## src/langevin_momentum_propagator_macros.svh

```systemverilog
// Assertion macros for the Langevin momentum propagator.
// Used by the top level only; expands to nothing when SYNTHESIS is defined.
`ifndef LANGEVIN_MOMENTUM_PROPAGATOR_MACROS_SVH
`define LANGEVIN_MOMENTUM_PROPAGATOR_MACROS_SVH
`ifndef SYNTHESIS
// Antecedent holds, consequent holds in the same cycle.
`define LMP_ASSERT_SAME(name, ante, cons) \
  name: assert property (@(posedge clk) disable iff (rst) (ante) |-> (cons)) \
    else $error("%m: check failed");
// Antecedent holds, consequent holds in the next cycle.
`define LMP_ASSERT_NEXT(name, ante, cons) \
  name: assert property (@(posedge clk) disable iff (rst) (ante) |=> (cons)) \
    else $error("%m: check failed");
`else
`define LMP_ASSERT_SAME(name, ante, cons)
`define LMP_ASSERT_NEXT(name, ante, cons)
`endif
`endif

```

## src/lmp_ram.sv

```systemverilog
// Generic single-write, single-read RAM with registered read data.
// No dependencies; holds the drift and noise matrices.
module lmp_ram #(
  parameter int WIDTH = 32,
  parameter int DEPTH = 64
) (
  input  logic                     clk,
  input  logic                     we,
  input  logic [$clog2(DEPTH)-1:0] wr_addr,
  input  logic [WIDTH-1:0]         wr_data,
  input  logic [$clog2(DEPTH)-1:0] rd_addr,
  output logic [WIDTH-1:0]         rd_data
);

  logic [WIDTH-1:0] mem [DEPTH];

  // Write port and registered read port.
  always_ff @(posedge clk) begin
    if (we) begin
      mem[wr_addr] <= wr_data;
    end
    rd_data <= mem[rd_addr];
  end

endmodule

```

## config.mk

```make
export PLATFORM = sky130hd
export DESIGN_NAME = lmp_ram
export DESIGN_NICKNAME = d
export VERILOG_FILES = /design/src/langevin_momentum_propagator_macros.svh /design/src/lmp_ram.sv
export SDC_FILE = /design/constraint.sdc
export NUM_CORES = 2
export LEC_CHECK = 0
export BUFFER_PORTS_ARGS = -buffer_cell sky130_fd_sc_hd__buf_2
export CORE_MARGIN = 1.5
export CORE_UTILIZATION = 40
export CTS_CLUSTER_DIAMETER = 150
export CTS_CLUSTER_SIZE = 25
export DETAILED_ROUTE_END_ITERATION = 7
export SYNTH_ARGS = -nofsm -noshare
export SYNTH_HDL_FRONTEND = slang
export SYNTH_SLANG_ARGS = --single-unit
```

## constraint.sdc

```tcl
create_clock -name clk -period 5.4 [get_ports clk]
set_input_delay 0.54 -clock clk [delete_from_list [all_inputs] [get_ports clk]]
set_output_delay 0.54 -clock clk [all_outputs]
set_load 0.02 [all_outputs]
```

==> out/metrics.yaml <==
critical_path:
  path_cells: "buf_8 > buf_4 > mux4_2 > mux4_2 > o22ai_1 > nor2_1"
  crit_slowest_cell: "buf_4"
  critical_path_class: "primary input to flop"
  arrival_ns: 3.73
  cpMostUsedCell: "mux4_2"
  end_kind: "flop"
  cp_max_fo: 65
  worst_ep_required_time_ns: 5.98
  critical-path-max-stage-delay_ns: 0.62
  worst_setup_path_start_kind: "primary input"
synth:
  synth_top_area_share_pct: 78.3
  synth_edf_count: 2048
  synth.area.top_cells: "edfxtp_1 (78%), mux4_2 (16%), mux2i_1 (1.2%)"
  synth-compound-area-share_pct: 1.67
  ys_seq_area_share_pct: 79.1
  syn_area_per_cell_sq_um: 23.6
  synth_top_flop_cell: "edfxtp_1"
  synthCells: 3324
  synthSimpleGateAreaFrac_pct: 1.27
  syn_area_sq_mm: 0.0785
  syn_nets: 3370
  synthXorXnorAreaFrac_pct: 0
  synth_async_sr_flop_share_pct: 0
  synth_fa_ha_area_share_pct: 0
  synth_seq_cells: 2080
  yosysUniqueCellTypes: 34
  muxShareOfSynthArea_pct: 16.8
  synth_top_family_by_area: "multiplexers"
  yosys_warnings: 0
  synth.largest_area_cell: "edfxtp_1"
power_and_ir_drop:
  irDropWorstVdd_v: 0.000263
  power.leakage_nw: 25.7
  powerDensity_mw_per_mm2: 324
  fin_total_pwr_mw: 27.8
layout:
  final_area_sq_mm: 0.0858
  final_cell_mix: "edfxtp_1 (2,048), mux4_2 (544), buf_4 (118), clkbuf_16 (96), mux2i_1 (93)"
  syn_to_final_growth_pct: 9.24
  nNetsFinal: 3494
  drive_above_1_share_pct: 26.3
  finalNonFillerCells: 6158
  layout_commonest_cell: "edfxtp_1"
global_routing:
  grt_pass1_vias: 36361
  grt_max_degree: 104
  antenna_found_initial: 14
  grt_pass1_wl_microns: 283000
  grt_usage_pct: 20.2
  grt.overflow.total: 0
detailed_routing:
  drt-total-wl_microns: 202000
  dr.pass1.iters: 5
  wl_per_cell_microns: 32.7
  postRouteAntennaNets: 0
  routed-via-count: 35984
  vias_per_cell: 5.84
  drc: 0
  drt_iter0_drc: 4978
timing:
  drv_slew: 0
  setup_viol: 0
  fin_setup_tns_ns: 0
  finalCritPeriodShare_pct: 58.4
  setup_ws_ns: 2.25
  fin_crit_ns: 3.15
  skew_ns: 0.0401
  slew_headroom_pct: 9.07
  worst_slew_pin_slew_ns: 1.36
  rsz0062_at_grt: "no"
  hold_violations: 0
  max_freq_ghz: 0.317
worst_hold_path:
  hold_class: "primary input to flop"
clock_network:
  cts_tree: "done"
  worstSkewPairLatency_ns: 0.75
  cts_resized: 0
  cts_hold_buf: 0
  clkSlewWorstSetupHoldPaths_ns: 0.10
  cts_sinks: 2080
  cts_inserted_buffers: 93
  root_buffer: "clkbuf_16"
  cts_setup_buffers: 0
  htree_levels: 3
  clockBufferDepth: 3
placement:
  postPlaceCellArea_sq_mm: 0.0830
  portBuffers: 77
  dp_slack_ns: 1.33
  hpwl_microns: 113000
  place_inst: 5977
  gp_congestion: 0.792
floorplan:
  dieHeight_microns: 446
  start_util_pct: 40.3
  core_sq_mm: 0.195
  die_w_microns: 446
  design.die.area_sq_mm: 0.199
  rows: 162
  ios: 78
run:
  cap_violations: 0
status:
  run_status: "completed"
## cell type report
class                      count  area, sq um
antenna                       10         25.0
clock inverter                 5         62.6
clock buffer                 166         2670
timing repair buffer         211         1630
tap                         2624         3280
multi-input combinational   1062        16000
fill                       16437       109000
sequential                  2080        62100
## synth_stat cells, types with 2 or more instances
cell type / number
edfxtp_1: 2048
mux4_2: 544
nor2_1: 137
mux2i_1: 93
o22ai_1: 84
clkbuf_1: 74
a21oi_1: 62
buf_2: 57
dfxtp_1: 32
o221ai_1: 27
nand2_1: 26
buf_4: 25
buf_1: 21
nor2b_1: 15
a22oi_1: 12
a311oi_1: 8
nand2b_1: 8
nor3_1: 7
buf_6: 5
nand3_1: 5
nand3b_1: 5
a41o_1: 4
and3_1: 4
o32ai_1: 4
or3_1: 3
or3b_2: 3
and2_1: 2
nand4_1: 2
or3b_1: 2
## per-stage QoR
stage | utilization (%) | hold WS (ns)
after global routing | 44.0 | 0.430
after floorplan | - | 0.639
final | 44.0 | 0.421
after CTS | 44.0 | 0.403
after global placement | 42.6 | 0.762
after detailed placement | 42.6 | 0.792
## worst paths after layout
kind                            slack [ns]  cells after the start         from          end
worst max-delay path                  2.25                      6   rd_addr[0]  rd_data[23]
worst min-delay path                  0.42                      2  wr_data[28]  mem[11][28]
worst max register to register        2.95                      4  mem[51][28]  rd_data[28]
worst min register to register        0.82                      4   mem[28][4]   rd_data[4]
## worst max-delay path, delay by kind of cell
kind / cells / cell delay [ns]
buffers and inverters: 2 / 1.21
AND/OR/NAND/NOR: 1 / 0.22
AO/OA/AOI/OAI: 1 / 0.59
multiplexers: 2 / 1.07
## power by group
part           switching, mW  internal (mW)
Sequential            0.0661           17.9
Combinational           1.02          0.589
Clock                   4.86           3.40
## flip-flops by register name, indices dropped and copies added (netlist names)
signal,cells
mem,2048
rd_data,32
## layer usage
layer | wire length, microns | GRT usage, % | up-vias
met4 | 4880 | 5.03 | 2
met5 | 13 | 0 | -
li1 | - | - | 14400
met3 | 12900 | 2.71 | 230
met1 | 84200 | 28.8 | 19980
met2 | 99500 | 33.1 | 1372
## logic make-up (layout without fill, tap and decap cells)
kind of cell,Yosys count,after routing
flip-flops,2080,2080
buffers and inverters,182,382
AO/OA/AOI/OAI,202,202
other,0,10
multiplexers,637,637
AND/OR/NAND/NOR,223,223
No activity file was read; power rests on OpenSTA's default activity.
