==> config.mk <==
export PLATFORM = sky130hd
export DESIGN_NAME = lmp_datapath
export DESIGN_NICKNAME = d
export VERILOG_FILES = /design/src/langevin_momentum_propagator_macros.svh /design/src/lmp_pkg.sv /design/src/lmp_datapath.sv
export SDC_FILE = /design/constraint.sdc
export NUM_CORES = 2
export LEC_CHECK = 0
export BUFFER_PORTS_ARGS = -buffer_cell sky130_fd_sc_hd__buf_2
export CAP_MARGIN = 20
export CORE_UTILIZATION = 59
export DETAILED_ROUTE_END_ITERATION = 7
export PLACE_DENSITY = 0.83
export SYNTH_ARGS = -nofsm -noshare
export SYNTH_HDL_FRONTEND = slang
export SYNTH_SLANG_ARGS = --single-unit
==> constraint.sdc <==
create_clock -name clk -period 10.7 [get_ports clk]
set_input_delay 2.675 -clock clk [delete_from_list [all_inputs] [get_ports clk]]
set_output_delay 2.675 -clock clk [all_outputs]
set_load 0.01 [all_outputs]
==> src/langevin_momentum_propagator_macros.svh <==
// Assertion macros for the Langevin momentum propagator.
// Used by the top level only; expands to nothing when SYNTHESIS is defined.
`ifndef LANGEVIN_MOMENTUM_PROPAGATOR_MACROS_SVH
`define LANGEVIN_MOMENTUM_PROPAGATOR_MACROS_SVH
`ifndef SYNTHESIS
// Antecedent holds, consequent holds in the same cycle.
`define LMP_ASSERT_SAME(name, ante, cons) \
  name: assert property (@(posedge clk) disable iff (rst) (ante) |-> (cons)) \
    else $error("%m: check failed");
// Antecedent holds, consequent holds in the next cycle.
`define LMP_ASSERT_NEXT(name, ante, cons) \
  name: assert property (@(posedge clk) disable iff (rst) (ante) |=> (cons)) \
    else $error("%m: check failed");
`else
`define LMP_ASSERT_SAME(name, ante, cons)
`define LMP_ASSERT_NEXT(name, ante, cons)
`endif
`endif

==> src/lmp_pkg.sv <==
// Shared types, codes and arithmetic helpers of the Langevin momentum propagator.
// No dependencies; used by the control, datapath and top-level files.
package lmp_pkg;

  // Field widths fixed by the interface.
  localparam int CFG_W   = 4;
  localparam int IDX_W   = 3;
  localparam int COEFF_W = 32;
  localparam int MOM_W   = 32;
  localparam int NOISE_W = 16;
  localparam int ACC_W   = 64;
  localparam int OP_W    = 2;
  localparam int MAX_LEN = 8;
  localparam logic [CFG_W-1:0] LEN_RESET = 4'd5;

  // Input opcodes.
  localparam logic [OP_W-1:0] OP_DRIFT = 2'd0;
  localparam logic [OP_W-1:0] OP_NOISE = 2'd1;
  localparam logic [OP_W-1:0] OP_PROP  = 2'd2;

  // Sequencer states.
  typedef enum logic [2:0] {
    ST_IDLE,
    ST_MAC,
    ST_DRAIN,
    ST_ROUND,
    ST_SQUARE,
    ST_SQ_DRAIN,
    ST_EMIT
  } lmp_state_t;

  // Operation kinds sent through the shared multiplier.
  typedef enum logic [1:0] {
    K_DRIFT,
    K_NOISE,
    K_PSQ,
    K_O0SQ
  } lmp_kind_t;

  // Control word from the sequencer to the datapath.
  typedef struct packed {
    logic             t_we;
    logic             s_we;
    logic             issue_valid;
    lmp_kind_t        issue_kind;
    logic [IDX_W-1:0] issue_row;
    logic             load_item;
    logic             load_o0;
    logic             emit_valid;
    logic [IDX_W-1:0] emit_row;
    logic             emit_last;
    logic             clear;
  } lmp_ctrl_t;

  // Signed 64-bit add that clamps at the limits.
  function automatic logic signed [63:0] sat_add64(input logic signed [63:0] a,
                                                   input logic signed [63:0] b);
    logic [64:0]        s;
    logic signed [63:0] res;
    s = {a[63], a} + {b[63], b};
    if (s[64] != s[63]) begin
      res = s[64] ? 64'sh8000_0000_0000_0000 : 64'sh7FFF_FFFF_FFFF_FFFF;
    end else begin
      res = $signed(s[63:0]);
    end
    return res;
  endfunction

  // Q.46 accumulator to Q16.16: shift by 30, round half up, saturate.
  function automatic logic signed [31:0] to_q16(input logic signed [63:0] acc);
    logic signed [63:0] sh;
    logic signed [34:0] r;
    logic signed [31:0] res;
    sh = acc >>> 30;
    r  = $signed(sh[34:0]) + $signed({34'd0, acc[29]});
    if (r > $signed(35'h0_7FFF_FFFF)) begin
      res = 32'sh7FFF_FFFF;
    end else if (r < $signed(35'h7_8000_0000)) begin
      res = 32'sh8000_0000;
    end else begin
      res = r[31:0];
    end
    return res;
  endfunction

endpackage

==> src/lmp_datapath.sv <==
// Datapath: shared 32x32 multiplier, saturating row accumulators, rounding
// and result registers. Depends on lmp_pkg.
module lmp_datapath #(
  parameter int MAX_VECTOR = 8
) (
  input  logic                                clk,
  input  logic                                rst,
  input  lmp_pkg::lmp_ctrl_t                  ctrl,
  input  logic signed [lmp_pkg::MOM_W-1:0]    momentum,
  input  logic signed [lmp_pkg::NOISE_W-1:0]  noise,
  input  logic signed [lmp_pkg::COEFF_W-1:0]  t_data,
  input  logic signed [lmp_pkg::COEFF_W-1:0]  s_data,
  output logic                                pipe_busy,
  output logic                                result_valid,
  output logic [lmp_pkg::IDX_W-1:0]           index,
  output logic signed [lmp_pkg::MOM_W-1:0]    momentum_out,
  output logic signed [lmp_pkg::ACC_W-1:0]    energy_delta,
  output logic                                last
);

  localparam int LEN_CAP = (MAX_VECTOR < lmp_pkg::MAX_LEN) ? MAX_VECTOR : lmp_pkg::MAX_LEN;
  localparam int AI      = $clog2(LEN_CAP);

  logic signed [lmp_pkg::MOM_W-1:0]   p_reg;
  logic signed [lmp_pkg::NOISE_W-1:0] xi_reg;
  logic signed [lmp_pkg::MOM_W-1:0]   o0_reg;

  logic                      s1_valid, s2_valid;
  lmp_pkg::lmp_kind_t        s1_kind, s2_kind;
  logic [lmp_pkg::IDX_W-1:0] s1_row, s2_row;

  logic signed [31:0]                opa, opb;
  logic signed [lmp_pkg::ACC_W-1:0]  prod_c, prod, addend, acc_sum;
  logic signed [lmp_pkg::ACC_W-1:0]  acc [LEN_CAP];
  logic signed [lmp_pkg::ACC_W-1:0]  sq0, o0sq;
  logic [AI-1:0]                     acc_idx, emit_idx;

  assign pipe_busy = s1_valid | s2_valid;
  assign acc_idx   = s2_row[AI-1:0];
  assign emit_idx  = ctrl.emit_row[AI-1:0];

  // Operands of the shared multiplier, aligned with the matrix read data.
  always_comb begin
    case (s1_kind)
      lmp_pkg::K_DRIFT: begin
        opa = t_data;
        opb = p_reg;
      end
      lmp_pkg::K_NOISE: begin
        opa = s_data;
        opb = 32'(xi_reg);
      end
      lmp_pkg::K_PSQ: begin
        opa = p_reg;
        opb = p_reg;
      end
      default: begin
        opa = o0_reg;
        opb = o0_reg;
      end
    endcase
  end

  assign prod_c  = opa * opb;
  // The noise term is Q.42 and is brought to Q.46 before accumulation.
  assign addend  = (s2_kind == lmp_pkg::K_NOISE) ? (prod <<< 4) : prod;
  assign acc_sum = lmp_pkg::sat_add64(acc[acc_idx], addend);

  // Pipeline valid bits.
  always_ff @(posedge clk) begin
    if (rst) begin
      s1_valid <= 1'b0;
      s2_valid <= 1'b0;
    end else begin
      s1_valid <= ctrl.issue_valid;
      s2_valid <= s1_valid;
    end
  end

  // Operand latches, stage tags and the registered product.
  always_ff @(posedge clk) begin
    if (ctrl.load_item) begin
      p_reg  <= momentum;
      xi_reg <= noise;
    end
    if (ctrl.load_o0) begin
      o0_reg <= lmp_pkg::to_q16(acc[0]);
    end
    s1_kind <= ctrl.issue_kind;
    s1_row  <= ctrl.issue_row;
    s2_kind <= s1_kind;
    s2_row  <= s1_row;
    prod    <= prod_c;
    if (s2_valid && (s2_kind == lmp_pkg::K_O0SQ)) begin
      o0sq <= prod;
    end
  end

  // Row accumulators and the square of element zero.
  always_ff @(posedge clk) begin
    if (rst || ctrl.clear) begin
      for (int i = 0; i < LEN_CAP; i++) begin
        acc[i] <= '0;
      end
      sq0 <= '0;
    end else if (s2_valid) begin
      if ((s2_kind == lmp_pkg::K_DRIFT) || (s2_kind == lmp_pkg::K_NOISE)) begin
        acc[acc_idx] <= acc_sum;
      end
      if (s2_kind == lmp_pkg::K_PSQ) begin
        sq0 <= prod;
      end
    end
  end

  // Result registers.
  always_ff @(posedge clk) begin
    if (rst) begin
      result_valid <= 1'b0;
    end else begin
      result_valid <= ctrl.emit_valid;
    end
    index        <= ctrl.emit_row;
    momentum_out <= lmp_pkg::to_q16(acc[emit_idx]);
    energy_delta <= ctrl.emit_last ? (sq0 - o0sq) : '0;
    last         <= ctrl.emit_last;
  end

endmodule

==> out/metrics.yaml <==
drt:
  drt-wirelength-per-cell_um: 26.48
  drc: 0
  antenna_left: 0
  totalWireLength_um: 273400
  drt_iter0_markers: 7683
  vias: 64714
  drt_pass1_iterations: 7
  via_per_inst: 6.270
die:
  fp.dieH_um: 370.6
  rows: 134
  core_area_um2: 134100
  die_x_um: 370.6
  initial_utilization: 0.5978
  dieArea_um2: 137400
  num_io_pins: 232
final_layout:
  drive_gt1_frac: 0.1412
  nets: 9999
  top_register: "acc"
  area_delta_synth_final_pct: 11.81
  finalNonFillerCells: 10322
  largest_reg_flops: 512
setup_path:
  slowest_stage: "or4_4"
  startpoint_type: "input port"
  cpMostUsedCell: "fa_1"
  end_kind: "flip-flop"
  cpPeakStageDelay_ns: 0.65
  worstPathRequired_ns: 11.33
  crit_type: "input port to flip-flop"
  cp_max_fo: 4
  arrival_ns: 11.07
clock_tree:
  postCtsHoldBufs: 0
  htree_levels: 3
  clkTransAtPathRegs_ns: 0.06
  clk_latency_ns: 0.78
  cts-root-buf: "clkbuf_16"
  clk_path_buf_depth: 3
  cts_tree: "yes"
  cts.sinks: 897
  numCtsBuffers: 93
yosys:
  ys.warnings.count: 0
  synth-main-ff-cell: "edfxtp_1"
  synth_edf_count: 656
  synthArstFlopShare: 0
  synth_nets: 9571
  seq_area_frac_synth: 0.3059
  synth_area_um2: 80180
  synth_cells: 8042
  ys_seq_elements: 897
  syn_area_per_cell_um2: 9.970
  synth_cell_types: 98
global_route:
  grt_pass1_vias: 66905
  grtUsageTotal: 0.4029
  grt_max_degree: 97
  antenna_found_initial: 12
  overflow: 0
  grt_pass1_wl_um: 407800
timing:
  period_share: 0.9761
  setup_viol: 0
  max-slew-margin-rel: 0.1519
  grt_setup_unrepaired: "no"
  fin_skew_ns: 0.07763
  finalSetupTns_ns: 0
  finalHoldViolCount: 0
  worst_pin_slew_ns: 1.263
  slew_viol_final: 0
  max_freq_mhz: 95.75
  hold_slack_ns: 0.3270
  min_period_ns: 10.44
  fin_ws_ns: 0.2560
run_status:
  status: "completed"
worst_hold_path:
  hold_path.class: "flip-flop to flip-flop"
placed_design:
  dpl.hpwl_um: 207000
  dpl.cell_count: 10137
  dp_slack_ns: -0.7121
  port_buffers: 229
  gp_congestion: 1.086
job:
  cap_violations: 0
## worst max-delay path: cells and delay by family
kind	cells	cell delay [ns]
compound gates	10	2.42
simple gates	3	0.81
buf+inv	6	0.70
xor+xnor	1	0.14
fa+ha+maj	9	4.32
## synth_stat cells (all sizes together) (129+ instances only)
cell	instances	share of area
o21ai	259	0.016
edfxtp	656	0.25
a21oi	331	0.021
inv	1089	0.051
ha	315	0.049
a22oi	257	0.024
clkbuf	345	0.016
a21o	146	0.014
dfxtp	241	0.060
nor2	1218	0.058
nand2	812	0.038
fa	1084	0.27
xnor2	129	0.014
## kinds of logic (layout without fill, tap and decap cells)
logic type	Yosys count	count (layout)	synth area share
XOR/XNOR	233	233	0.02545
AO/OA/AOI/OAI	1276	1276	0.1030
other	0	7	0
buffers and inverters	1521	2026	0.07339
adder cells (fa/ha/maj)	1402	1402	0.3202
multiplexers	222	222	0.03998
flip-flops	897	897	0.3059
AND/OR/NAND/NOR	2491	2491	0.1321
## per-stage QoR
step / utilization / area [µm²]
floorplan: - / 80180
global placement: 0.6437 / 86340
detailed placement: 0.6437 / 86340
CTS: 0.6672 / 89490
global route: 0.6682 / 89630
finish: 0.6683 / 89640
## worst paths after layout
kind,slack (ns),start,end,depth (start not counted)
max reg2reg,0.86,s1_kind[1],prod[63],27
min,0.33,s1_row[2],acc_idx[2],0
max,0.26,t_data[25],prod[63],29
min reg2reg,0.33,s1_row[2],acc_idx[2],0
## per-layer routing
layer,GRT usage,up-vias,routed length [µm]
li1,-,27278,-
met1,0.4950,31723,94540
met2,0.6140,4609,120500
met3,0.1301,1086,37430
met4,0.2582,18,20700
met5,0,-,161
## cells in the final DEF (no fill, tap or decap), drive strengths merged, types with 10 or more instances in the layout
master  instances
nand4          98
fa           1084
o21ai         259
o21bai         30
a31oi          41
nor3           40
o31ai          11
a21oi         331
xor2          104
xnor2         129
clkbuf        115
o21a           49
nand2         812
mux2           83
mux2i          69
clkinv         40
and2           31
a21o          146
inv          1098
nor3b          10
nor2         1218
ha            315
nand3          88
a22oi         257
a31o           13
dfxtp         241
nand2b         44
nor2b          46
buf           763
and3           40
or3            14
a211oi         44
mux4           70
edfxtp        656
o211ai         18
## cell type report
| cell class | instances | area [µm²] |
|---|---|---|
| Antenna cell | 7 | 17.52 |
| Clock buffer | 115 | 2567 |
| Clock inverter | 57 | 578.1 |
| Fill cell | 10098 | 44480 |
| Inverter | 1091 | 4095 |
| Multi-Input combinational cell | 5624 | 50160 |
| Sequential cell | 897 | 24530 |
| Tap cell | 1768 | 2212 |
| Timing Repair Buffer | 763 | 5484 |
## repair_timing
item                                    in CTS  in global routing
resized for setup                            1                 23
endpoints found under the setup margin       1                  8
cloned                                       0                  0
buffers inserted                             0                  4
pin swaps                                    0                  3
Power is left out: the tool's default activity adds up to more than one toggle a clock period on the data nets, which glitch-free logic cannot reach.
