## src/langevin_momentum_propagator_macros.svh

```systemverilog
// Assertion macros for the Langevin momentum propagator.
// Used by the top level only; expands to nothing when SYNTHESIS is defined.
`ifndef LANGEVIN_MOMENTUM_PROPAGATOR_MACROS_SVH
`define LANGEVIN_MOMENTUM_PROPAGATOR_MACROS_SVH
`ifndef SYNTHESIS
// Antecedent holds, consequent holds in the same cycle.
`define LMP_ASSERT_SAME(name, ante, cons) \
  name: assert property (@(posedge clk) disable iff (rst) (ante) |-> (cons)) \
    else $error("%m: check failed");
// Antecedent holds, consequent holds in the next cycle.
`define LMP_ASSERT_NEXT(name, ante, cons) \
  name: assert property (@(posedge clk) disable iff (rst) (ante) |=> (cons)) \
    else $error("%m: check failed");
`else
`define LMP_ASSERT_SAME(name, ante, cons)
`define LMP_ASSERT_NEXT(name, ante, cons)
`endif
`endif

```

## src/lmp_pkg.sv

```systemverilog
// Shared types, codes and arithmetic helpers of the Langevin momentum propagator.
// No dependencies; used by the control, datapath and top-level files.
package lmp_pkg;

  // Field widths fixed by the interface.
  localparam int CFG_W   = 4;
  localparam int IDX_W   = 3;
  localparam int COEFF_W = 32;
  localparam int MOM_W   = 32;
  localparam int NOISE_W = 16;
  localparam int ACC_W   = 64;
  localparam int OP_W    = 2;
  localparam int MAX_LEN = 8;
  localparam logic [CFG_W-1:0] LEN_RESET = 4'd5;

  // Input opcodes.
  localparam logic [OP_W-1:0] OP_DRIFT = 2'd0;
  localparam logic [OP_W-1:0] OP_NOISE = 2'd1;
  localparam logic [OP_W-1:0] OP_PROP  = 2'd2;

  // Sequencer states.
  typedef enum logic [2:0] {
    ST_IDLE,
    ST_MAC,
    ST_DRAIN,
    ST_ROUND,
    ST_SQUARE,
    ST_SQ_DRAIN,
    ST_EMIT
  } lmp_state_t;

  // Operation kinds sent through the shared multiplier.
  typedef enum logic [1:0] {
    K_DRIFT,
    K_NOISE,
    K_PSQ,
    K_O0SQ
  } lmp_kind_t;

  // Control word from the sequencer to the datapath.
  typedef struct packed {
    logic             t_we;
    logic             s_we;
    logic             issue_valid;
    lmp_kind_t        issue_kind;
    logic [IDX_W-1:0] issue_row;
    logic             load_item;
    logic             load_o0;
    logic             emit_valid;
    logic [IDX_W-1:0] emit_row;
    logic             emit_last;
    logic             clear;
  } lmp_ctrl_t;

  // Signed 64-bit add that clamps at the limits.
  function automatic logic signed [63:0] sat_add64(input logic signed [63:0] a,
                                                   input logic signed [63:0] b);
    logic [64:0]        s;
    logic signed [63:0] res;
    s = {a[63], a} + {b[63], b};
    if (s[64] != s[63]) begin
      res = s[64] ? 64'sh8000_0000_0000_0000 : 64'sh7FFF_FFFF_FFFF_FFFF;
    end else begin
      res = $signed(s[63:0]);
    end
    return res;
  endfunction

  // Q.46 accumulator to Q16.16: shift by 30, round half up, saturate.
  function automatic logic signed [31:0] to_q16(input logic signed [63:0] acc);
    logic signed [63:0] sh;
    logic signed [34:0] r;
    logic signed [31:0] res;
    sh = acc >>> 30;
    r  = $signed(sh[34:0]) + $signed({34'd0, acc[29]});
    if (r > $signed(35'h0_7FFF_FFFF)) begin
      res = 32'sh7FFF_FFFF;
    end else if (r < $signed(35'h7_8000_0000)) begin
      res = 32'sh8000_0000;
    end else begin
      res = r[31:0];
    end
    return res;
  endfunction

endpackage

```

## src/lmp_ctrl.sv

```systemverilog
// Sequencer of the Langevin momentum propagator: length register, item intake,
// multiply scheduling and result emission. Depends on lmp_pkg.
module lmp_ctrl #(
  parameter int MAX_VECTOR = 8
) (
  input  logic                              clk,
  input  logic                              rst,
  input  logic                              start,
  input  logic [lmp_pkg::OP_W-1:0]          opcode,
  input  logic [lmp_pkg::IDX_W-1:0]         row,
  input  logic [lmp_pkg::IDX_W-1:0]         col,
  input  logic                              cfg_valid,
  input  logic [lmp_pkg::CFG_W-1:0]         cfg_data,
  input  logic                              pipe_busy,
  output logic                              busy,
  output logic                              cfg_ready,
  output logic [$clog2(MAX_VECTOR*MAX_VECTOR)-1:0] wr_addr,
  output logic [$clog2(MAX_VECTOR*MAX_VECTOR)-1:0] rd_addr,
  output lmp_pkg::lmp_ctrl_t                ctrl
);

  localparam int AW      = $clog2(MAX_VECTOR * MAX_VECTOR);
  localparam int LEN_CAP = (MAX_VECTOR < lmp_pkg::MAX_LEN) ? MAX_VECTOR : lmp_pkg::MAX_LEN;
  localparam int K_W     = 5;

  lmp_pkg::lmp_state_t state, state_next;
  logic [lmp_pkg::CFG_W-1:0] len_reg;
  logic [lmp_pkg::IDX_W-1:0] col_reg;
  logic [K_W-1:0]            k;
  logic [lmp_pkg::IDX_W-1:0] emit_idx;

  logic [lmp_pkg::CFG_W-1:0] len_eff;
  logic [lmp_pkg::IDX_W-1:0] len_m1;
  logic [K_W-1:0]            k_last;
  logic                      accept;
  logic                      prop_go;
  logic                      in_range;
  logic                      cfg_write;

  // Effective vector length, clamped to one through the capacity.
  always_comb begin
    if (len_reg == '0) begin
      len_eff = 4'd1;
    end else if (int'(len_reg) > LEN_CAP) begin
      len_eff = 4'(LEN_CAP);
    end else begin
      len_eff = len_reg;
    end
    len_m1 = 3'(len_eff - 4'd1);
    // Two products per row, plus the square of element zero when it arrives.
    k_last = {len_eff, 1'b0} - ((col_reg == '0) ? 5'd0 : 5'd1);
  end

  assign busy      = (state != lmp_pkg::ST_IDLE);
  assign cfg_ready = ~busy;
  assign cfg_write = cfg_valid & cfg_ready;
  assign accept    = start & ~busy;
  assign prop_go   = accept && (opcode == lmp_pkg::OP_PROP) && ({1'b0, col} < len_eff);
  assign in_range  = (int'(row) < MAX_VECTOR) && (int'(col) < MAX_VECTOR);

  // Matrix addresses: writes from the ports, reads by row of the latched column.
  assign wr_addr = AW'(int'(row) * MAX_VECTOR + int'(col));
  assign rd_addr = AW'(int'(k[3:1]) * MAX_VECTOR + int'(col_reg));

  // State register and counters.
  always_ff @(posedge clk) begin
    if (rst) begin
      state    <= lmp_pkg::ST_IDLE;
      len_reg  <= lmp_pkg::LEN_RESET;
      col_reg  <= '0;
      k        <= '0;
      emit_idx <= '0;
    end else begin
      state <= state_next;
      if (cfg_write) begin
        len_reg <= cfg_data;
      end
      if (prop_go) begin
        col_reg <= col;
      end
      if (state == lmp_pkg::ST_MAC) begin
        k <= k + 5'd1;
      end else begin
        k <= '0;
      end
      if (state == lmp_pkg::ST_EMIT) begin
        emit_idx <= emit_idx + 3'd1;
      end else begin
        emit_idx <= '0;
      end
    end
  end

  // Next-state logic.
  always_comb begin
    state_next = state;
    unique case (state)
      lmp_pkg::ST_IDLE: begin
        if (prop_go) state_next = lmp_pkg::ST_MAC;
      end
      lmp_pkg::ST_MAC: begin
        if (k == k_last) state_next = lmp_pkg::ST_DRAIN;
      end
      lmp_pkg::ST_DRAIN: begin
        if (!pipe_busy) begin
          state_next = (col_reg == len_m1) ? lmp_pkg::ST_ROUND : lmp_pkg::ST_IDLE;
        end
      end
      lmp_pkg::ST_ROUND: begin
        state_next = lmp_pkg::ST_SQUARE;
      end
      lmp_pkg::ST_SQUARE: begin
        state_next = lmp_pkg::ST_SQ_DRAIN;
      end
      lmp_pkg::ST_SQ_DRAIN: begin
        if (!pipe_busy) state_next = lmp_pkg::ST_EMIT;
      end
      lmp_pkg::ST_EMIT: begin
        if (emit_idx == len_m1) state_next = lmp_pkg::ST_IDLE;
      end
      default: state_next = lmp_pkg::ST_IDLE;
    endcase
  end

  // Control word for the datapath.
  always_comb begin
    ctrl             = '0;
    ctrl.issue_kind  = lmp_pkg::K_DRIFT;
    ctrl.issue_row   = k[3:1];
    ctrl.emit_row    = emit_idx;
    ctrl.clear       = cfg_write;
    unique case (state)
      lmp_pkg::ST_IDLE: begin
        ctrl.t_we      = accept && (opcode == lmp_pkg::OP_DRIFT) && in_range;
        ctrl.s_we      = accept && (opcode == lmp_pkg::OP_NOISE) && in_range;
        ctrl.load_item = prop_go;
      end
      lmp_pkg::ST_MAC: begin
        ctrl.issue_valid = 1'b1;
        if (k == {len_eff, 1'b0}) begin
          ctrl.issue_kind = lmp_pkg::K_PSQ;
        end else begin
          ctrl.issue_kind = k[0] ? lmp_pkg::K_NOISE : lmp_pkg::K_DRIFT;
        end
      end
      lmp_pkg::ST_ROUND: begin
        ctrl.load_o0 = 1'b1;
      end
      lmp_pkg::ST_SQUARE: begin
        ctrl.issue_valid = 1'b1;
        ctrl.issue_kind  = lmp_pkg::K_O0SQ;
      end
      lmp_pkg::ST_EMIT: begin
        ctrl.emit_valid = 1'b1;
        ctrl.emit_last  = (emit_idx == len_m1);
        ctrl.clear      = (emit_idx == len_m1);
      end
      default: begin
      end
    endcase
  end

endmodule

```

## config.mk

```make
export PLATFORM = sky130hd
export DESIGN_NAME = lmp_ctrl
export DESIGN_NICKNAME = d
export VERILOG_FILES = /design/src/langevin_momentum_propagator_macros.svh /design/src/lmp_pkg.sv /design/src/lmp_ctrl.sv
export SDC_FILE = /design/constraint.sdc
export NUM_CORES = 1
export LEC_CHECK = 0
export BUFFER_PORTS_ARGS = -buffer_cell sky130_fd_sc_hd__buf_2
export CAP_MARGIN = 25
export CELL_PAD_IN_SITES_DETAIL_PLACEMENT = 1
export CELL_PAD_IN_SITES_GLOBAL_PLACEMENT = 1
export CORE_UTILIZATION = 25
export DETAILED_ROUTE_END_ITERATION = 8
export PLACE_DENSITY = 0.65
export SLEW_MARGIN = 5
export SYNTH_ARGS = -nofsm -noshare
export SYNTH_HDL_FRONTEND = slang
export SYNTH_SLANG_ARGS = --single-unit
```

## constraint.sdc

```tcl
create_clock -name clk -period 2.45 [get_ports clk]
set_input_delay 0.1225 -clock clk [delete_from_list [all_inputs] [get_ports clk]]
set_output_delay 0.1225 -clock clk [all_outputs]
set_load 0.05 [all_outputs]
```

==> metrics.md, run 1 <==
| Metric | Value |
|---|---|
| Status | `finished clean` |
| Max_slew headroom | `0.711` |
| Pre-CTS setup slack | `40.3 ps` |
| Ys async rst share | `0` |
| Vias in the first global route | `1195` |
| TritonCTS buffer count | `3` |
| First-pass GRT wire length | `5820 µm` |
| Initial core utilization | `0.260` |
| Fin. Hold Viols | `0` |
| Max rail drop VDD | `265 µV` |
| DRT antenna net count | `0` |
| GR Overflow Total | `0` |
| Layout cell share with drive strength beyond 1 | `0.362` |
| Largest net degree at the start of global routing | `15` |
| Post-synth EDFFs | `0` |
| Max Slew Vio Count | `0` |
| Floorplan die width | `74.9 µm` |
| Row cnt | `26` |
| Leak | `0.000763 µW` |
| Setup violators final | `0` |
| Synth area leaders | `dfxtp_1 27%, buf_4 8.5%, xnor2_1 5.9%` |
| Max Clk Rate | `0.426 GHz` |
| Worst-path maximum fanout | `4` |
| Crit. End Element | `primary output` |
| Clock sink total | `18` |
| Worst Path Arrival | `2230 ps` |
| Final Cycle Share | `0.959` |
| Tmin final | `2350 ps` |
| Predominant post-synthesis flop cell | `dfxtp_1` |
| Worst-skew pair later-pin latency | `250 ps` |
| Netlist cell types | `42` |
| Kind of critical path | `flip-flop to primary output` |
| Max reg flops | `5` |
| Yosys top cell by area | `dfxtp_1` |
| PortBufs | `40` |
| Pwr Density | `740 mW/mm²` |
| Maxcap violations | `0` |
| Die area | `0.00561 mm²` |
| Drt drc | `0` |
| Clock Path Buffers | `2` |
| Routed via count | `1175` |
| Hold crit path type | `input pin to flip-flop` |
| Ports | `47` |
| Cell Area, Synth | `0.00133 mm²` |
| Clock root buffer | `clkbuf_8` |
| Register area share after synthesis | `0.271` |
| #FFs+latches synth | `18` |
| Chip height | `74.9 µm` |
| Post-DR wirelength/cell | `13.9 µm` |
| Mapped Cells | `157` |
| YS warnings | `0` |
| Core Area | `0.00511 mm²` |
| Worst slew pin tran | `434 ps` |
| Setup ws final | `100 ps` |
| Core Util, Final | `0.325` |
| H-tree Lvls | `1` |
| Commonest cells post-synth | `18 x dfxtp_1, 15 x buf_4, 15 x nor2_1` |
| RSZ-0062 raised after global routing | `false` |
| Gpl congestion | `0.931` |
| Setup crit start kind | `flip-flop` |
| Syn Nets | `180` |
| Total Neg Setup Slack | `0 ps` |
| Routed wire length | `3590 µm` |
| Reg clk slew, reported paths | `70 ps` |
| Gr usage total | `0.136` |
| Antenna violations before repair | `0` |
| CTS Hold Bufs | `0` |
| CTS tree | `built` |
| Setup Skew | `3.20 ps` |
| First DRT Iteration DRCs | `43` |
| Drt pass-1 iters | `4` |
| Layout Area Growth over Synthesis | `25.2%` |
| Count leader, synth | `dfxtp_1` |
| Detailed placement HPWL | `2880 µm` |
| Final #Nets | `212` |
| Diode count | `0` |
| Share of the synthesized area in the top cell type | `0.271` |
| Post-Syn Area per Cell | `8.46 µm²` |
| Via-per-instance ratio | `4.55` |
| Required @ worst endpoint | `2330 ps` |
## cell type report
cell class	instances	area (µm²)
inverter	9	33.8
timing repair buffer	46	254
multi-input combinational	111	870
clock buffer	4	55.1
fill	633	3450
sequential	18	362
tap	70	87.6
## routing by layer
layer	share of wire	routed length (µm)	GRT usage	up-vias
li1	-	-	-	591
met1	0.47	1670	0.177	559
met2	0.50	1800	0.240	21
met3	0.026	92	0.0161	4
met4	0.0067	24	0.0314	0
met5	0	0	0	-
## cell families after synthesis
| kind of cell | count (synthesis) | share of synthesized area |
|---|---|---|
| and+or+nand+nor | 57 | 0.237 |
| buffers and inverters | 28 | 0.123 |
| AOI/OAI and AO/OA | 26 | 0.149 |
| DFF | 18 | 0.271 |
| xor gates and xnor gates | 17 | 0.123 |
| adders and majority gates | 6 | 0.0565 |
| muxes | 5 | 0.0415 |
## worst max-delay path: stages (launching register included)
cell,delay [ps]
dfxtp_2,340
o21ba_2,240
nor2_4,90
inv_2,60
ha_4,280
xor2_2,160
nand2_1,70
mux2_4,310
nor3_2,190
buf_4,240
## what timing repair did
| action | 4_1_cts | 5_1_grt |
|---|---|---|
| endpoints found under the setup margin | 2 | 4 |
| buffers inserted | 0 | 0 |
| pin swaps | 2 | 1 |
| resized for setup | 6 | 5 |
## layout by cell type, fill, tap and decap left out, types with 2 or more instances in the layout
cell type / instances
dfxtp_1: 17
nor3_2: 3
ha_1: 5
or3_1: 2
nor2_1: 14
o211ai_1: 2
buf_4: 7
nand2_1: 9
nor3_1: 4
clkbuf_8: 4
a21oi_1: 5
xor2_1: 6
o21ai_0: 2
nor3b_1: 3
inv_1: 8
a31oi_1: 3
nand2b_1: 5
o31ai_1: 3
buf_2: 38
nand3_1: 4
and3_1: 3
nor4_1: 2
mux2i_1: 4
xnor2_1: 8
## through the flow
stage	hold WS, ps	instances	power [µW]	cell area, µm²
finish	124	258	1230	1660
global route	123	258	1310	1660
CTS	117	258	1230	1650
detailed placement	245	254	946	1550
global placement	245	254	937	1550
floorplan	201	157	813	1350
## power breakdown
group	internal [µW]	switching, µW
registers	317	36.9
logic	243	388
clock network	143	102
total	703	527
## path summary, 6_finish.rpt
check | slack [ps] | start | depth (start not counted) | to
setup / recovery | 100 | len_reg[1] | 9 | ctrl[1]
hold / removal | 120 | cfg_data[3] | 3 | len_reg[3]
setup reg to reg | 140 | len_reg[1] | 10 | state[0]
hold reg to reg | 480 | len_reg[1] | 2 | len_reg[1]
Note: power is estimated with default switching activity, not from simulation.
==> run 2, diff against run 1 <==
- CORE_UTILIZATION: 25 -> 32
- GPL_TIMING_DRIVEN: not set -> 0
- PLACE_DENSITY: 0.65 -> 0.79
==> run 2 against run 1 <==
Sequential share of layout area fell by 1.1 points. Global-route usage rose by 3.2 points. Via count rose by 10%. Utilization rose by 12 points. Hold slack got worse by 23 ps. Critical path depth rose by 1. Sequential power fell by 4%. Fmax fell by 0.54%. Clock skew fell by 2.3 ps. Critical path type is now flip-flop to flip-flop.
==> metrics.md, run 2 (synthesis gave the netlist of run 1 again) <==
| Metric | Value |
|---|---|
| Final #Nets | `235` |
| Gr usage total | `0.168` |
| TritonCTS buffer count | `3` |
| Hold path startpoint | `cfg_data[1]` |
| Crit. End Element | `flip-flop` |
| Die area | `0.00441 mm²` |
| Layout Area Growth over Synthesis | `34.2%` |
| Setup crit start kind | `flip-flop` |
| Seq pwr share | `0.277` |
| Max rail drop VDD | `310 µV` |
| Clock root buffer | `clkbuf_8` |
| Gpl congestion | `0.833` |
| Max Clk Rate | `0.423 GHz` |
| Launch point of the worst reg-to-reg path | `len_reg[2]` |
| Floorplan die width | `66.4 µm` |
| GR Overflow Total | `0` |
| Largest net degree at the start of global routing | `11` |
| Kind of critical path | `flip-flop to flip-flop` |
| Post-DR wirelength/cell | `13.8 µm` |
| Most frequent cells in the layout | `43 x buf_2, 22 x buf_4, 16 x dfxtp_1, 14 x nor2_1, 9 x nand2_1` |
| RSZ-0062 raised after global routing | `true` |
| Commonest non-fill, non-tap cell in the layout | `buf_2` |
| Core Util, Final | `0.445` |
| Setup Skew | `0.862 ps` |
| Total Neg Setup Slack | `0 ps` |
| Switching pwr | `532 µW` |
| Drt pass-1 iters | `4` |
| Clock Path Buffers | `2` |
| Worst Path Arrival | `2520 ps` |
| CTS tree | `built` |
| Worst-skew pair later-pin latency | `260 ps` |
| Max reg flops | `5` |
| Worst-path maximum fanout | `5` |
| Pwr Density | `688 mW/mm²` |
| CTS Hold Bufs | `0` |
| Reg clk slew, reported paths | `70 ps` |
| Routed wire length | `3580 µm` |
| Diode count | `0` |
| Ports | `47` |
| First-pass GRT wire length | `5610 µm` |
| Hold path depth | `3` |
| Core Area | `0.00400 mm²` |
| DRT antenna net count | `0` |
| Initial core utilization | `0.332` |
| Comb power frac | `0.551` |
| Sw Share | `0.434` |
| Routed via count | `1292` |
| Max_slew headroom | `0.529` |
| Tmin final | `2360 ps` |
| Via-per-instance ratio | `4.97` |
| Maxcap violations | `0` |
| Chip height | `66.4 µm` |
| Hold endpoint | `len_reg[1]` |
| Vias in the first global route | `1199` |
| Final Cycle Share | `0.964` |
| Fin. Hold Viols | `0` |
| Max Slew Vio Count | `0` |
| PortBufs | `43` |
| Worst slew pin tran | `703 ps` |
| Row cnt | `23` |
| Detailed placement HPWL | `2640 µm` |
| First DRT Iteration DRCs | `33` |
| R2R Setup Slk | `90 ps` |
| Leak | `0.000861 µW` |
| Status | `finished clean` |
| Clock sink total | `18` |
| Clock share of power | `0.171` |
| H-tree Lvls | `1` |
| Layout cell share with drive strength beyond 1 | `0.419` |
| Antenna violations before repair | `0` |
| Hold crit path type | `input pin to flip-flop` |
| R2R Path End | `state[1]` |
| Setup violators final | `0` |
| Worst r2r path cells | `10` |
| Required @ worst endpoint | `2610 ps` |
| Int Pwr | `693 µW` |
| Drt drc | `0` |
run 2: worst max-delay path by stage:
stage | start | end | slack, ps | cells past startpoint
after global routing | len_reg[2] | state[1] | -100 | 10
after floorplan | len_reg[2] | ctrl[0] | -150 | 8
final | len_reg[2] | state[1] | 90 | 10
after CTS | len_reg[2] | ctrl[0] | 10 | 9
after global placement | len_reg[2] | state[0] | -200 | 9
after detailed placement | len_reg[2] | state[0] | -240 | 9
run 2: layout make-up:
cell class | instances | area (µm²)
clock buffer | 3 | 41.3
multi-input combinational | 111 | 873
tap | 50 | 62.6
timing repair buffer | 50 | 274
buffer | 19 | 129
inverter | 9 | 33.8
fill | 496 | 2220
sequential | 18 | 368
run 2: what timing repair did:
action / 4_1_cts / 5_1_grt
gates resized for setup: 7 / 7
gates cloned: 0 / 0
setup endpoints to repair: 5 / 4
pin swaps: 2 / 6
buffers inserted: 1 / 6
run 2: worst max-delay path: stages (launching register included):
cell and delay [ps]:
dfxtp_4 350, o21ba_4 230, nor2_4 90, inv_2 60, ha_4 280, xor2_2 150
nand2_1 70, mux2_4 310, a211oi_4 300, a31oi_1 130, nor4_1 290
run 2: power by group through the flow:
stage / Sequential, µW / Clock (µW) / Combinational (µW)
3_3_place_gp: 344 / 0 / 584
5_1_grt: 343 / 224 / 732
2_1_floorplan: 350 / 0 / 463
4_1_cts: 340 / 215 / 639
3_5_place_dp: 345 / 0 / 592
6_report: 340 / 210 / 676
run 2: metal layers:
metal,track usage,up-vias,part of all wire
li1,-,641,-
met5,0,-,0
met3,0.0431,4,0.040
met4,0.0239,0,0.0064
met2,0.296,34,0.49
met1,0.207,613,0.46
run 2: per-stage QoR:
step	total power, µW	cells	hold slack, ps	worst slack, ps	instance area (µm²)
CTS	1190	254	105	12.5	1720
floorplan	813	157	201	-153	1350
global placement	928	250	382	-204	1630
detailed placement	938	250	384	-245	1630
global route	1300	260	118	-104	1780
finish	1230	260	101	87.4	1780
